$ cat config.mk
export PLATFORM = sky130hd
export DESIGN_NAME = safs_divider
export DESIGN_NICKNAME = d
export VERILOG_FILES = /design/src/rtl/core/safs_pkg.sv /design/src/rtl/core/safs_divider.sv
export SDC_FILE = /design/constraint.sdc
export NUM_CORES = 1
export LEC_CHECK = 0
export ABC_AREA = 1
export BUFFER_PORTS_ARGS = -buffer_cell sky130_fd_sc_hd__buf_4
export CORE_UTILIZATION = 30
export DETAILED_ROUTE_END_ITERATION = 6
export HOLD_SLACK_MARGIN = 0.08
export PLACE_DENSITY = 0.48
export SYNTH_ARGS = -nofsm -noshare
export SYNTH_HDL_FRONTEND = slang
export SYNTH_SLANG_ARGS = --single-unit
export TNS_END_PERCENT = 30
$ cat constraint.sdc
create_clock -name clk -period 10.7 [get_ports clk]
set_input_delay 2.14 -clock clk [delete_from_list [all_inputs] [get_ports clk]]
set_output_delay 2.14 -clock clk [all_outputs]
set_load 0.05 [all_outputs]
$ cat src/rtl/core/safs_pkg.sv
`timescale 1ns / 1ps
// ----------------------------------------------------------------------------
// Sprite animation frame select package
// Shared types, codes and constants for the frame select block.
// ----------------------------------------------------------------------------
package safs_pkg;

  localparam int unsigned MAX_ANIMS_DEF  = 8;
  localparam int unsigned MAX_FRAMES_DEF = 64;

  typedef enum logic [1:0] {
    OP_WR_DESC  = 2'd0,
    OP_WR_FRAME = 2'd1,
    OP_Q_TICK   = 2'd2,
    OP_Q_INDEX  = 2'd3
  } op_t;

  localparam logic [2:0] MODE_FWD_LOOP = 3'd2;
  localparam logic [2:0] MODE_PP_ONCE  = 3'd3;
  localparam logic [2:0] MODE_PP_LOOP  = 3'd4;

  typedef struct packed {
    logic [1:0]         op;
    logic [2:0]         anim_index;
    logic [15:0]        frame_slot;
    logic [6:0]         num_frames;
    logic [5:0]         loop_first;
    logic [2:0]         playback_mode;
    logic [15:0]        duration;
    logic [15:0]        cell_id;
    logic signed [31:0] tick;
  } req_t;

  typedef struct packed {
    logic        status;
    logic [5:0]  shown_frame;
    logic [15:0] shown_cell;
  } rsp_t;

  // Divider control and status between sequencer and divider.
  typedef struct packed {
    logic        start;
    logic [47:0] dividend;
    logic [47:0] divisor;
  } div_req_t;

  typedef struct packed {
    logic        done;
    logic [47:0] rem;
  } div_rsp_t;

endpackage

$ cat src/rtl/core/safs_divider.sv
`timescale 1ns / 1ps
// ----------------------------------------------------------------------------
// Frame select remainder unit
// Restoring bit-serial remainder, one quotient bit per cycle.
// ----------------------------------------------------------------------------
module safs_divider (
  input  logic               clk,
  input  logic               rst,
  input  safs_pkg::div_req_t req,
  output safs_pkg::div_rsp_t rsp
);

  logic [47:0] rem;
  logic [47:0] quo;
  logic [47:0] dsr;
  logic [5:0]  cnt;
  logic        busy;
  logic        done;
  logic [48:0] trial;

  always_comb begin
    trial = {rem, quo[47]} - {1'b0, dsr};
  end

  always_ff @(posedge clk) begin
    if (rst) begin
      busy <= 1'b0;
      done <= 1'b0;
      cnt  <= '0;
    end else begin
      done <= 1'b0;
      if (req.start) begin
        busy <= 1'b1;
        cnt  <= 6'd48;
        rem  <= '0;
        quo  <= req.dividend;
        dsr  <= req.divisor;
      end else if (busy) begin
        quo <= {quo[46:0], 1'b0};
        if (!trial[48]) rem <= trial[47:0];
        else rem <= {rem[46:0], quo[47]};
        cnt <= cnt - 6'd1;
        if (cnt == 6'd1) begin
          busy <= 1'b0;
          done <= 1'b1;
        end
      end
    end
  end

  assign rsp.done = done;
  assign rsp.rem  = rem;

endmodule

==> impl_metrics.env <==
export IMPL_avgSynthCellArea_um2=6.92
export IMPL_areaGrowthSynthToFinish_pct=20.3
export IMPL_drc=0
export IMPL_crit_required_ns=10.77
export IMPL_slew_headroom=0.247
export IMPL_synth_common_cells="606 x nand2_1, 301 x inv_1, 195 x nor2_1"
export IMPL_slowest_stage="buf_4"
export IMPL_num_fill_cells=3831
export IMPL_numCtsBuffers=17
export IMPL_peakVddDrop_mv=0.119
export IMPL_ant_nets=0
export IMPL_drv_cap=0
export IMPL_grt_max_degree=101
export IMPL_dr_first_iter_drc_count=620
export IMPL_setup_viol=0
export IMPL_vias=9594
export IMPL_fin_hold_ws_ns=0.507
export IMPL_worst_pin_slew_ns=1.13
export IMPL_layout_min_cycle_time_ns=4.02
export IMPL_dieArea_mm2=0.0365
export IMPL_diodes=0
export IMPL_postCtsSetupRepairBufs=0
export IMPL_powerDensity_mw_per_mm2=175
export IMPL_synth_nets=1700
export IMPL_syn_inst=1550
export IMPL_hp_class="reg -> reg"
export IMPL_cts_sinks=152
export IMPL_reg2regPathDepth=15
export IMPL_place_ws_ns=6.18
export IMPL_topRoutingLayerUsed="met4"
export IMPL_m1WireLength_mm=15.7
export IMPL_avgViaCountPerCell=4.45
export IMPL_met2WireLength_mm=14.0
export IMPL_whs_path_depth=2
export IMPL_gp_congestion=0.924
export IMPL_post_cts_resized=0
export IMPL_synth_largest_area_cell="edfxtp_1"
export IMPL_synth_edf_count=144
export IMPL_antenna_found_initial=0
export IMPL_routedWlPerCell_um=14.9
export IMPL_status="finished, final reports clean"
export IMPL_drive_gt1_frac=0.123
export IMPL_crit_type="in -> reg"
export IMPL_drtPass1Iterations=6
export IMPL_fin_crit_sh=0.376
export IMPL_drv_slew=0
export IMPL_synth_area_mm2=0.0107
export IMPL_synthArstFlopShare=0
export IMPL_fmax_mhz=249
export IMPL_drt_wl_total_mm=32.1
export IMPL_port_buffers=147
export IMPL_path_max_fanout=51
export IMPL_p_leak_uw=0.00682
export IMPL_cts_htree_levels=4
export IMPL_hpwl_mm=24.5
export IMPL_initial_utilization=0.308
export IMPL_finalClockSkew_ns=0.0149
export IMPL_crit_family="buffers and inverters"
export IMPL_synth_top_area_share=0.403
export IMPL_die_w_um=191
export IMPL_path_depth=5
export IMPL_ys_ff_latch=152
export IMPL_clk_insertion_delay_late_ns=0.46
export IMPL_worst_path_buf_inv=4
export IMPL_fp_dieH_um=191
export IMPL_met3WireLength_mm=1.93
export IMPL_cp_cell_sequence="buf_4, inv_2, o21ai_4, buf_4, buf_4"
export IMPL_crit_top_cell="buf_4"
export IMPL_grt_pass1_wl_mm=51.0
export IMPL_rsz0062_at_grt="false"
export IMPL_critical_path_arrival_ns=4.10
export IMPL_cts_tree="built"
export IMPL_grt_total_usage=0.184
export IMPL_cts_root_buf="clkbuf_16"
export IMPL_nets=1840
export IMPL_yosys_warnings=0
export IMPL_critPathLaunchType="input port"
export IMPL_yosysMostFrequentCell="nand2_1"
export IMPL_layout_setup_ws_ns=6.68
export IMPL_ys_top_cells_by_area="edfxtp_1 40%, nand2_1 21%, inv_1 11%, nor2_1 6.8%, ha_1 5.8%"
export IMPL_clk_path_buf_depth=2
export IMPL_ioPinCount=148
export IMPL_hold_violations=0
export IMPL_core_area_mm2=0.0349
export IMPL_ys_flop_type="edfxtp_1"
export IMPL_grt_ovfl_total=0
export IMPL_holdBufCountCts=0
export IMPL_ys_seq_area_frac=0.418
export IMPL_placed_area_mm2=0.0123
export IMPL_grt_pass1_vias=9548
export IMPL_fin_tns_setup_ns=0
export IMPL_cp_slowest_stage_delay_ns=0.76
export IMPL_rows=68
export IMPL_post_synth_num_cell_types=40
export IMPL_cts_clk_slew_worst_paths_ns=0.08
export IMPL_postLayoutCellArea_mm2=0.0129
export IMPL_critPathCaptureType="flip-flop"
## path summary, 6_finish.rpt
check / startpoint / to / slack [ns]
setup / recovery: req[96] / rem[27]$_SDFFCE_PP0P_ / 6.68
hold / removal: quo[1]$_DFFE_PP_ / quo[2]$_DFFE_PP_ / 0.51
setup reg to reg: quo[47]$_DFFE_PP_ / rem[28]$_SDFFCE_PP0P_ / 7.20
hold reg to reg: quo[1]$_DFFE_PP_ / quo[2]$_DFFE_PP_ / 0.51
## worst min-delay path, cell delays in order (launching register included)
cell and delay, ns:
edfxtp_1 0.32, nand2_1 0.05, nand2_1 0.04
## sequential cells by signal, indices dropped and copies added, names as in the netlist
signal	cells
cnt	6
rem	48
busy	1
dsr	48
done	1
quo	48
## area by class of cell
cell class,count,area (um^2),share of cell area
clock buffers,17,425,0.0330
well taps,455,569,0.0441
flip-flops and latches,152,4480,0.347
inverters,307,1150,0.0893
clock inverters,15,180,0.0140
repair buffers,151,1130,0.0878
multi-input cells,1061,4960,0.385
## placed cells by master (no fill, tap or decap), drive strengths merged, types with 2 or more instances in the layout
cell / synthesis / final
nand2: 612 / 612
inv: 306 / 312
nor2: 200 / 200
buf: 15 / 151
edfxtp: 144 / 144
nand3: 92 / 92
ha: 50 / 50
a21oi: 28 / 28
xor2: 24 / 24
clkbuf: 15 / 17
nand4: 15 / 15
nor3: 9 / 9
clkinv: 1 / 9
dfxtp: 8 / 8
nand3b: 7 / 7
o21bai: 4 / 4
o21ai: 4 / 4
or2: 3 / 3
and2: 2 / 2
xnor2: 2 / 2
nor3b: 2 / 2
a21o: 2 / 2
## kinds of logic (layout without fill, tap and decap cells)
| family | count (synthesis) | count (layout) | share of synthesized area |
|---|---|---|---|
| xor+xnor | 26 | 26 | 0.0212 |
| fa+ha+maj | 51 | 51 | 0.0602 |
| simple gates | 943 | 943 | 0.357 |
| flops | 152 | 152 | 0.418 |
| buf+inv | 337 | 490 | 0.122 |
| compound gates | 41 | 41 | 0.0220 |
## through the flow
stage	power [uW]	utilization	std cells
3_5_place_dp	1650	0.353	2126
3_3_place_gp	1650	0.353	2126
2_1_floorplan	1400	-	1550
5_1_grt	2410	0.370	2158
4_1_cts	2280	0.370	2158
6_report	2250	0.370	2158
## layer usage
metal	GRT usage	vias up
met2	0.289	220
met1	0.251	4325
met3	0.0433	29
met5	0	-
met4	0.0553	0
li1	-	5020
## report_power, final
part / leakage (uW) / internal [uW] / switching (uW)
Combinational: 0.00507 / 272 / 589
Clock: 0.000291 / 315 / 303
Sequential: 0.00146 / 734 / 39.8
Total: 0.00682 / 1320 / 932
(Power assumes the default switching activity.)
